## src/rtl/dtr_pkg.sv

```systemverilog
// Shared types, codes and defaults for the table-driven automaton runner.
`default_nettype none
package dtr_pkg;

	// Default sizing
	localparam int DEF_NUM_STATES  = 64;
	localparam int DEF_NUM_EVENTS  = 32;
	localparam int DEF_TRANS_LIMIT = 1024;

	// Field widths fixed by the interface
	localparam int STATE_W  = 6;
	localparam int EVENT_W  = 5;
	localparam int CMD_W    = 3;
	localparam int STATUS_W = 2;
	localparam int CFG_W    = 7;
	localparam int CFG_IDX_W = 2;

	// Command codes
	localparam logic [CMD_W-1:0] CMD_CLEAR   = 3'd0;
	localparam logic [CMD_W-1:0] CMD_ADD     = 3'd1;
	localparam logic [CMD_W-1:0] CMD_MARK    = 3'd2;
	localparam logic [CMD_W-1:0] CMD_RESTART = 3'd3;
	localparam logic [CMD_W-1:0] CMD_STEP    = 3'd4;
	localparam logic [CMD_W-1:0] CMD_LOOKUP  = 3'd5;

	// Result status codes
	localparam logic [STATUS_W-1:0] STAT_OK     = 2'd0;
	localparam logic [STATUS_W-1:0] STAT_REJECT = 2'd1;
	localparam logic [STATUS_W-1:0] STAT_DEAD   = 2'd2;
	localparam logic [STATUS_W-1:0] STAT_NONE   = 2'd3;

	// Register indexes
	localparam logic [CFG_IDX_W-1:0] REG_STATE_COUNT = 2'd0;
	localparam logic [CFG_IDX_W-1:0] REG_EVENT_COUNT = 2'd1;
	localparam logic [CFG_IDX_W-1:0] REG_START_STATE = 2'd2;

	// Configuration register file contents
	typedef struct packed {
		logic [6:0]         state_count;
		logic [5:0]         event_count;
		logic [STATE_W-1:0] start_state;
	} cfg_t;

	// One transition table entry
	typedef struct packed {
		logic               valid;
		logic [STATE_W-1:0] dest;
	} entry_t;

	// Control sequencer states
	typedef enum logic [1:0] {
		FSM_SWEEP,
		FSM_IDLE,
		FSM_EXEC
	} fsm_t;

endpackage
`default_nettype wire

```

## src/rtl/dtr_ctrl.sv

```systemverilog
// Command sequencer: table read/modify/write, marks, trace state and response register.
`default_nettype none
module dtr_ctrl #(
	parameter int NUM_STATES  = dtr_pkg::DEF_NUM_STATES,
	parameter int NUM_EVENTS  = dtr_pkg::DEF_NUM_EVENTS,
	parameter int TRANS_LIMIT = dtr_pkg::DEF_TRANS_LIMIT,
	localparam int DEPTH = NUM_STATES * NUM_EVENTS,
	localparam int AW    = $clog2(DEPTH)
) (
	input  wire logic                            clk,
	input  wire logic                            arst_n,
	input  wire dtr_pkg::cfg_t                   cfg,
	// command channel
	input  wire logic                            cmd_valid,
	output logic                                 cmd_ready,
	input  wire logic [dtr_pkg::CMD_W-1:0]       command,
	input  wire logic [dtr_pkg::STATE_W-1:0]     state_index,
	input  wire logic [dtr_pkg::EVENT_W-1:0]     event_index,
	input  wire logic [dtr_pkg::STATE_W-1:0]     dest_state,
	// response channel
	output logic                                 rsp_valid,
	input  wire logic                            rsp_ready,
	output logic [dtr_pkg::STATUS_W-1:0]         status,
	output logic [dtr_pkg::STATE_W-1:0]          state_out,
	output logic                                 is_marked,
	output logic                                 trace_alive,
	// table memory
	output logic                                 mem_we,
	output logic [AW-1:0]                        mem_waddr,
	output dtr_pkg::entry_t                      mem_wdata,
	output logic                                 mem_re,
	output logic [AW-1:0]                        mem_raddr,
	input  wire dtr_pkg::entry_t                 mem_rdata
);

	localparam int SW = $clog2(NUM_STATES);
	localparam int TW = $clog2(TRANS_LIMIT + 1);
	localparam logic [AW-1:0] SWEEP_LAST = AW'(DEPTH - 1);
	localparam logic [TW-1:0] LIMIT      = TW'(TRANS_LIMIT);

	// State index in range of both the register and the storage
	function automatic logic state_ok(input logic [dtr_pkg::STATE_W-1:0] s,
			input logic [6:0] cnt);
		return (7'(s) < cnt) && (32'(s) < NUM_STATES);
	endfunction

	function automatic logic event_ok(input logic [dtr_pkg::EVENT_W-1:0] e,
			input logic [5:0] cnt);
		return (6'(e) < cnt) && (32'(e) < NUM_EVENTS);
	endfunction

	// Table slot of (state, event)
	function automatic logic [AW-1:0] slot(input logic [dtr_pkg::STATE_W-1:0] s,
			input logic [dtr_pkg::EVENT_W-1:0] e);
		return AW'(32'(s) * NUM_EVENTS + 32'(e));
	endfunction

	function automatic logic [SW-1:0] sidx(input logic [dtr_pkg::STATE_W-1:0] s);
		return SW'(s);
	endfunction

	dtr_pkg::fsm_t fsm_q, fsm_d;

	logic [dtr_pkg::STATE_W-1:0]  cur_q;
	logic                         alive_q;
	logic [TW-1:0]                total_q;
	logic [NUM_STATES-1:0]        marks_q;
	logic [AW-1:0]                sweep_q;

	logic [dtr_pkg::CMD_W-1:0]    cmd_q;
	logic [dtr_pkg::STATE_W-1:0]  src_q;
	logic [dtr_pkg::EVENT_W-1:0]  ev_q;
	logic [dtr_pkg::STATE_W-1:0]  dst_q;

	logic                         rsp_valid_q;
	logic [dtr_pkg::STATUS_W-1:0] status_q;
	logic [dtr_pkg::STATE_W-1:0]  shown_q;
	logic                         marked_q;
	logic                         alive_out_q;

	logic accept;
	logic out_free;
	logic commit;
	logic sweep_done;

	// Execute-stage results
	logic [dtr_pkg::STATUS_W-1:0] status_c;
	logic [dtr_pkg::STATE_W-1:0]  cur_c;
	logic [dtr_pkg::STATE_W-1:0]  shown_c;
	logic                         alive_c;
	logic                         marked_c;
	logic                         add_ok;
	logic                         mark_ok;
	logic                         do_clear;

	assign accept     = cmd_valid && cmd_ready;
	assign out_free   = !rsp_valid_q || rsp_ready;
	assign commit     = (fsm_q == dtr_pkg::FSM_EXEC) && out_free;
	assign sweep_done = (sweep_q == SWEEP_LAST);

	// Execute: decide the command against the entry read when it was accepted
	always_comb begin
		logic src_ok;
		logic ev_ok;
		logic dst_ok;
		logic cur_ok;
		logic start_ok;
		logic hit;
		logic miss;
		src_ok   = state_ok(src_q, cfg.state_count);
		ev_ok    = event_ok(ev_q, cfg.event_count);
		dst_ok   = state_ok(dst_q, cfg.state_count);
		cur_ok   = state_ok(cur_q, cfg.state_count);
		start_ok = state_ok(cfg.start_state, cfg.state_count);
		hit      = mem_rdata.valid;
		miss     = 1'b0;
		status_c = dtr_pkg::STAT_OK;
		cur_c    = cur_q;
		alive_c  = alive_q;
		add_ok   = 1'b0;
		mark_ok  = 1'b0;
		do_clear = 1'b0;
		shown_c  = '0;
		case (cmd_q)
			dtr_pkg::CMD_CLEAR: begin
				do_clear = 1'b1;
				cur_c    = cfg.start_state;
				alive_c  = start_ok;
			end
			dtr_pkg::CMD_ADD: begin
				if (src_ok && ev_ok && dst_ok && !hit && (total_q < LIMIT)) begin
					add_ok = 1'b1;
				end else begin
					status_c = dtr_pkg::STAT_REJECT;
				end
			end
			dtr_pkg::CMD_MARK: begin
				if (src_ok) begin
					mark_ok = 1'b1;
				end else begin
					status_c = dtr_pkg::STAT_REJECT;
				end
			end
			dtr_pkg::CMD_RESTART: begin
				cur_c    = cfg.start_state;
				alive_c  = start_ok;
				status_c = start_ok ? dtr_pkg::STAT_OK : dtr_pkg::STAT_DEAD;
			end
			dtr_pkg::CMD_STEP: begin
				if (alive_q && ev_ok && cur_ok && hit) begin
					cur_c = mem_rdata.dest;
				end else begin
					alive_c  = 1'b0;
					status_c = dtr_pkg::STAT_DEAD;
				end
			end
			dtr_pkg::CMD_LOOKUP: begin
				if (!(src_ok && ev_ok && hit)) begin
					miss     = 1'b1;
					status_c = dtr_pkg::STAT_DEAD;
				end
			end
			default: begin
				status_c = dtr_pkg::STAT_REJECT;
			end
		endcase
		// Reported state: looked-up destination or the updated current state
		if (cmd_q == dtr_pkg::CMD_LOOKUP) begin
			shown_c = miss ? '0 : mem_rdata.dest;
		end else begin
			shown_c = cur_c;
		end
		// Mark bit of the reported state, including a mark made by this command
		if (miss || do_clear) begin
			marked_c = 1'b0;
		end else begin
			marked_c = state_ok(shown_c, cfg.state_count) &&
				(marks_q[sidx(shown_c)] || (mark_ok && (src_q == shown_c)));
		end
	end

	// Next state
	always_comb begin
		fsm_d = fsm_q;
		case (fsm_q)
			dtr_pkg::FSM_SWEEP: begin
				if (sweep_done) begin
					fsm_d = dtr_pkg::FSM_IDLE;
				end
			end
			dtr_pkg::FSM_IDLE: begin
				if (cmd_valid) begin
					fsm_d = dtr_pkg::FSM_EXEC;
				end
			end
			dtr_pkg::FSM_EXEC: begin
				if (out_free) begin
					fsm_d = do_clear ? dtr_pkg::FSM_SWEEP : dtr_pkg::FSM_IDLE;
				end
			end
			default: begin
				fsm_d = dtr_pkg::FSM_SWEEP;
			end
		endcase
	end

	// Outputs: handshake and memory port control
	always_comb begin
		cmd_ready = 1'b0;
		mem_re    = 1'b0;
		mem_raddr = slot(state_index, event_index);
		mem_we    = 1'b0;
		mem_waddr = slot(src_q, ev_q);
		mem_wdata = '{valid: 1'b1, dest: dst_q};
		case (fsm_q)
			dtr_pkg::FSM_SWEEP: begin
				mem_we    = 1'b1;
				mem_waddr = sweep_q;
				mem_wdata = '0;
			end
			dtr_pkg::FSM_IDLE: begin
				cmd_ready = 1'b1;
				mem_re    = cmd_valid;
				if (command == dtr_pkg::CMD_STEP) begin
					mem_raddr = slot(cur_q, event_index);
				end
			end
			dtr_pkg::FSM_EXEC: begin
				mem_we = commit && add_ok;
			end
			default: begin
				cmd_ready = 1'b0;
			end
		endcase
	end

	// Sequencer state and clearing sweep counter
	always_ff @(posedge clk or negedge arst_n) begin
		if (!arst_n) begin
			fsm_q   <= dtr_pkg::FSM_SWEEP;
			sweep_q <= '0;
		end else begin
			fsm_q <= fsm_d;
			if (fsm_q == dtr_pkg::FSM_SWEEP) begin
				sweep_q <= sweep_done ? '0 : sweep_q + AW'(1);
			end
		end
	end

	// Automaton state: current state, trace flag, count, marks
	always_ff @(posedge clk or negedge arst_n) begin
		if (!arst_n) begin
			cur_q   <= '0;
			alive_q <= 1'b1;
			total_q <= '0;
			marks_q <= '0;
		end else if (commit) begin
			cur_q   <= cur_c;
			alive_q <= alive_c;
			if (do_clear) begin
				total_q <= '0;
				marks_q <= '0;
			end else begin
				if (add_ok) begin
					total_q <= total_q + TW'(1);
				end
				if (mark_ok) begin
					marks_q[sidx(src_q)] <= 1'b1;
				end
			end
		end
	end

	// Command holding register
	always_ff @(posedge clk) begin
		if (accept) begin
			cmd_q <= command;
			src_q <= state_index;
			ev_q  <= event_index;
			dst_q <= dest_state;
		end
	end

	// Response register
	always_ff @(posedge clk or negedge arst_n) begin
		if (!arst_n) begin
			rsp_valid_q <= 1'b0;
		end else if (commit) begin
			rsp_valid_q <= 1'b1;
		end else if (rsp_ready) begin
			rsp_valid_q <= 1'b0;
		end
	end

	always_ff @(posedge clk) begin
		if (commit) begin
			status_q    <= status_c;
			shown_q     <= shown_c;
			marked_q    <= marked_c;
			alive_out_q <= alive_c;
		end
	end

	assign rsp_valid   = rsp_valid_q;
	assign status      = status_q;
	assign state_out   = shown_q;
	assign is_marked   = marked_q;
	assign trace_alive = alive_out_q;

endmodule
`default_nettype wire

```

## config.mk

```make
export PLATFORM = sky130hd
export DESIGN_NAME = dtr_ctrl
export DESIGN_NICKNAME = d
export VERILOG_FILES = /design/src/rtl/dtr_pkg.sv /design/src/rtl/dtr_ctrl.sv
export SDC_FILE = /design/constraint.sdc
export NUM_CORES = 1
export LEC_CHECK = 0
export ABC_CLOCK_PERIOD_IN_PS = 3800
export BUFFER_PORTS_ARGS = -buffer_cell sky130_fd_sc_hd__buf_4
export CAP_MARGIN = 15
export CORE_UTILIZATION = 40
export CTS_CLUSTER_SIZE = 24
export DETAILED_ROUTE_END_ITERATION = 16
export PLACE_DENSITY_LB_ADDON = 0.25
export SKIP_LAST_GASP = 1
export SYNTH_ARGS = -nofsm -noshare
export SYNTH_HDL_FRONTEND = slang
export SYNTH_SLANG_ARGS = --single-unit
```

## constraint.sdc

```tcl
create_clock -name clk -period 3.8 [get_ports clk]
set_clock_uncertainty 0.15 [all_clocks]
set_input_delay 0.19 -clock clk [delete_from_list [all_inputs] [get_ports clk]]
set_output_delay 0.19 -clock clk [all_outputs]
set_load 0.05 [all_outputs]
```

# Word-level counts from Yosys, hierarchy flattened
# Cells that the tools add are included.
[totals]
input_bits = 50
reg_bits = 126
[classes]
eq_ne = 13
addsub = 5
bitwise_logic = 1
reduce_logical = 28
magnitude_cmp = 10
muxes = 42
[ops]
columns = ["op", "n"]
rows = [
  ["$mux 64", 2],
  ["$mux 11", 6],
  ["$or 64x64->64", 1],
  ["$lt 6x7->1", 5],
  ["$add 11x5->11", 3],
  ["$add 11x1->11 const B", 2],
  ["$mux 6", 3],
  ["$mux 1", 17],
  ["$logic_and 1x1->1", 14],
  ["$lt 6x7->1 const B", 2],
  ["$mux 2", 6],
  ["$pmux 2 s6", 1],
  ["$pmux 6 s2", 1],
  ["$eq 11x11->1 const B", 1],
  ["$lt 11x11->1 const B", 1],
  ["$eq 3x3->1 const B", 3],
  ["$mux 7", 1],
  ["$bmux 1 s6", 1],
  ["$demux 1 s6", 1],
  ["$eq 3x2->1 const B", 2],
  ["$eq 6x6->1", 1],
  ["$ge 6x1->1 const B", 1],
  ["$lt 5x6->1", 1],
  ["$ne 2x2->1 const B", 3],
  ["other kinds (13)", 20],
]

# Depth between registers and ports, before layout
[logic_depth]
depth_word = 11
depth_mapped = 16
mapped_depth_nobuf = 14

# Worst setup path before layout
# Ideal clock, no wire load.
[synth_timing]
path_type = "flip-flop to flip-flop"
startpoint = "register cur_q[4] in the netlist's numbering"
endpoint = "register marked_q (netlist: is_marked), data pin"
n_path_buf = 1
setup_ns = 0.272
path_stages_with_launch = 14
period_less_slack_ns = 3.302
slack_ns = 0.498
arrival_ns = 2.881
path_cell_list = "dfrtp_1 > ha_1 > and2_1 > o21a_1 > a41oi_4 > a21o_2 > a21boi_2 > nor2_4 > buf_4 > mux2i_1 > mux2i_1 > a211o_1 > nor4_1 > a211oi_2"
[synth_via]
elab_chain_len = 10
elab_cells_between_ends = 13
classes_between = "2 x order compare; 1 x eq/ne; 5 x mux; 5 x reduce/logical"
[synth_rtl]
columns = ["element", "line", "text"]
rows = [
  ["start: declaration", "dtr_ctrl.sv:64", "logic [dtr_pkg::STATE_W-1:0] cur_q;"],
  ["start signal: assignment", "dtr_ctrl.sv:258", "cur_q <= cur_c;"],
  ["$lt 6x7->1", "dtr_ctrl.sv:44", "return (7'(s) < cnt) && (32'(s) < NUM_STATES);"],
  ["$logic_and 1x1->1 (2 in a row)", "dtr_ctrl.sv:150", "if (alive_q && ev_ok && cur_ok && hit) begin"],
  ["$mux 6", "dtr_ctrl.sv:150", ""],
  ["$pmux 6 s2 *", "dtr_ctrl.sv:124", "case (cmd_q)"],
  ["$mux 6 *", "dtr_ctrl.sv:168", "if (cmd_q == dtr_pkg::CMD_LOOKUP) begin"],
  ["$bmux 1 s6 / $eq 6x6->1 (equally long branches)", "dtr_ctrl.sv:178", "(marks_q[sidx(shown_c)] || (mark_ok && (src_q == shown_c)));"],
  ["$mux 1 (implied by the code) / $logic_and 1x1->1 (equally long branches)", "dtr_ctrl.sv:178", ""],
  ["$logic_or 1x1->1", "dtr_ctrl.sv:178", ""],
  ["$logic_and 1x1->1 *", "dtr_ctrl.sv:177", "marked_c = state_ok(shown_c, cfg.state_count) &&"],
  ["end signal: assignment", "dtr_ctrl.sv:299", "marked_q <= marked_c;"],
  ["end: declaration", "dtr_ctrl.sv:78", "logic marked_q;"],
]
# Mark *: on every way between the ends. The rest lies on a longest branch, timed or not. The select of a mux whose other input is x is not followed.
# A chain may end at the register's enable or synchronous reset.

# Final worst setup path
[layout_timing]
startpoint = "register ev_q[4] in the netlist's numbering"
endpoint = "register marked_q (netlist: is_marked), data pin"
[layout_via]
elab_chain_len = 11
elab_cells_between_ends = 20
classes_between = "2 x order compare; 1 x eq/ne; 8 x mux; 9 x reduce/logical"
[layout_rtl]
columns = ["element", "line", "text"]
rows = [
  ["start: declaration", "dtr_ctrl.sv:72", "logic [dtr_pkg::EVENT_W-1:0] ev_q;"],
  ["start signal: assignment", "dtr_ctrl.sv:279", "ev_q <= event_index;"],
  ["$lt 5x6->1 *", "dtr_ctrl.sv:49", "return (6'(e) < cnt) && (32'(e) < NUM_EVENTS);"],
  ["$logic_and 1x1->1 (on tied branches) (2 in a row)", "dtr_ctrl.sv:150, dtr_ctrl.sv:158", ""],
  ["$logic_and 1x1->1 / $mux 1 (equally long branches)", "dtr_ctrl.sv:150, dtr_ctrl.sv:158", ""],
  ["$mux 6 / $mux 1 (equally long branches)", "dtr_ctrl.sv:150, dtr_ctrl.sv:124", ""],
  ["$pmux 6 s2 / $mux 6 (equally long branches)", "dtr_ctrl.sv:124, dtr_ctrl.sv:169", ""],
  ["$mux 6", "dtr_ctrl.sv:168", ""],
  ["$bmux 1 s6 / $eq 6x6->1 (equally long branches)", "dtr_ctrl.sv:178", ""],
  ["$mux 1 (implied by the code) / $logic_and 1x1->1 (equally long branches)", "dtr_ctrl.sv:178", ""],
  ["$logic_or 1x1->1", "dtr_ctrl.sv:178", ""],
  ["$logic_and 1x1->1", "dtr_ctrl.sv:177", ""],
]
# Marked as above.

==> results.py <==
metrics = {
    "power_and_ir_drop": {
        "comb_power_share": 0.067,
        "p_leak_uw": 0.00436,
        "netSwitchingFraction": 0.230,
        "cellPowerDensity_nw_per_um2": 358,
        "power_switching_uw": 751,
        "internal_power_uw": 2510,
        "seqPwrFrac": 0.425,
        "p_clk_frac": 0.508,
        "ir_drop_mv": 0.298,
        "power_uw": 3260,
    },
    "sta": {
        "worst_hold_slack_ns": 0.0579,
        "period_share": 0.955,
        "slew_headroom": 0.306,
        "worstMarginPinSlew_ns": 1.03,
        "fmax_mhz": 275,
        "hold_violations": 0,
        "period_minus_slack_ns": 3.63,
        "setup_viol": 0,
        "slew_violations": 0,
    },
    "logic_synthesis": {
        "synth_cell_types": 81,
        "ys_ff_latch": 126,
        "synth_top_area_frac": 0.335,
        "synth.largest_area_cell": "dfrtp_1",
        "synthArstFlopShare": 0.762,
        "synthCells": 750,
        "dominantRegCellSynth": "dfrtp_1",
        "synth_edf_count": 30,
        "syn_area_um2": 7100,
        "syn_nets": 831,
        "ys_seq_area_frac": 0.465,
        "ys_top_cells_by_area": "dfrtp_1, edfxtp_1, a21oi_1",
        "avgSynthCellArea_um2": 9.47,
        "ys_warn_count": 0,
    },
    "layout": {
        "layout_commonest_cell": "buf_4",
        "final_cell_count_no_fill": 1136,
        "mostFrequentLayoutCells": "buf_4, nor2_1, dfrtp_1",
        "drive_gt1_frac": 0.234,
        "fin_util": 0.528,
        "nNetsFinal": 979,
        "num_antenna_cells": 0,
        "fin_area_um2": 9130,
        "area_growth_pct": 28.4,
    },
    "drt": {
        "vias": 6217,
        "highest_layer": "met4",
        "drt-total-wl_um": 20500,
        "drc": 0,
        "firstDrtPassIters": 5,
        "wl_met3_um": 1220,
        "drt_iter0_drc": 536,
        "wl_met1_um": 9510,
        "drtAntennaViolNets": 0,
        "viasPerCell": 5.47,
        "wl_per_cell_um": 18.0,
        "route.met2.wl_um": 9400,
    },
    "run_status": {
        "status": "finished, final reports clean",
    },
    "worst_hold_path": {
        "hold_path.class": "in -> async",
    },
    "worst_setup_path": {
        "reg2reg_from": "ev_q[4]",
        "reg2reg_to": "is_marked",
        "arrival_ns": 3.65,
        "rr_worst_depth": 12,
        "r2r_slack_ns": 0.17,
        "end_kind": "flip-flop",
        "required_ns": 3.82,
        "cp_max_fo": 11,
        "critPathKind": "reg -> reg",
        "start_kind": "flip-flop",
    },
    "clocking": {
        "cts_sinks": 126,
        "cts_tree": "done",
        "clockBufferDepth": 2,
        "clk_pin_slew_ns": 0.06,
        "cts_made_buffers": 17,
        "cts_root_buffer": "clkbuf_16",
        "htree_levels": 4,
        "worstSkewPairLatency_ns": 0.43,
    },
    "run": {
        "cap_violations": 0,
    },
    "floorplan": {
        "die-area_um2": 18300,
        "pin_count": 93,
        "core-area_um2": 17300,
        "fp-row-count": 48,
        "die_h_um": 135,
        "die_w_um": 135,
        "start_util": 0.411,
    },
    "global_routing": {
        "grt_usage": 0.240,
        "grt_pass1_wl_um": 33000,
        "grt_max_degree": 62,
        "grt_overflow_total": 0,
        "antenna_found_initial": 0,
        "grt_pass1_vias": 6053,
    },
    "placed_design": {
        "dp.cells": 1071,
        "hpwl_um": 14600,
        "portBuffers": 92,
        "gp_congestion": 0.906,
        "place_area_um2": 8200,
    },
}
## metal layers
layer / GRT usage / vias to the layer above
met2: 0.368 / 227
met1: 0.333 / 3013
met3: 0.0501 / 23
met4: 0.0880 / 0
li1: - / 2954
met5: 0 / -
## worst max-delay path, cell delays in order, from the launching register on
cell      delay [ns]
edfxtp_1        0.40
ha_1            0.32
and4b_1         0.28
a211oi_4        0.36
a21o_2          0.22
a21boi_2        0.12
nor2_4          0.29
buf_4           0.17
mux2i_1         0.19
mux2i_1         0.12
a211o_1         0.27
nor4_1          0.36
a211oi_2        0.11
## worst max-delay path by stage
stage / from / to / depth (start not counted)
final: ev_q[4] / is_marked / 12
after global routing: ev_q[4] / is_marked / 12
after CTS: ev_q[4] / is_marked / 13
after detailed placement: ev_q[4] / is_marked / 13
after global placement: cfg[14] / is_marked / 14
after floorplan: cur_q[4] / is_marked / 13
## synthesized netlist by cell type (all sizes together), types with 5 or more instances
cell    number
nand2b      11
clkbuf      20
o21ai       34
edfxtp      30
buf         18
nor3b        5
a22oi        5
nor3         8
xnor2        8
inv         23
and3        16
a21oi       95
nor2b        8
nor2       104
nand3       17
ha          31
mux2        10
a21o        10
a221oi       5
dfrtp       95
xor2        14
mux2i       12
and2        16
nand4       10
nand2       84
## final cells by class
cell class	instances	area [um2]
multi-input combinational	563	3510
inverter	23	88.8
clock buffer	17	425
timing repair buffer	167	1340
tap	225	282
clock inverter	15	171
sequential	126	3300
fill	1545	8170
## state kept, by name (all words and copies together) (netlist names), 2 cells and up
| register | cells |
|---|---|
| marks_q | 64 |
| sweep_q | 11 |
| total_q | 11 |
| cur_q | 6 |
| dst_q | 6 |
| src_q | 6 |
| state_out | 6 |
| ev_q | 5 |
| cmd_q | 3 |
| fsm_q | 2 |
| status | 2 |
## repair_timing
| item | CTS | global route |
|---|---|---|
| setup endpoints to repair | 0 | 1 |
| endpoints found under the hold margin | 48 | 0 |
| setup buffers | 0 | 3 |
| hold buffers | 29 | 0 |
| resized for setup | 0 | 3 |
## power groups by stage
stage / clock network (uW) / registers, uW / logic, uW
final: 1660 / 1390 / 220
after detailed placement: 0 / 1410 / 194
after global routing: 1750 / 1380 / 241
after global placement: 0 / 1410 / 192
after floorplan: 0 / 1410 / 94.9
after CTS: 1680 / 1390 / 219
## per-stage QoR
stage                     setup WS (ns)  TNS [ns]
after floorplan                   0.498         0
after global placement            0.243         0
after detailed placement          0.124         0
after CTS                         0.120         0
after global routing           -0.00145  -0.00145
final                             0.170         0
## logic make-up after synthesis
logic type,synth area share
simple gates,0.195
compound gates,0.184
flops,0.465
buf+inv,0.0414
fa+ha+maj,0.0546
xor+xnor,0.0271
mux,0.0328
No activity file was read; power rests on OpenSTA's default activity.
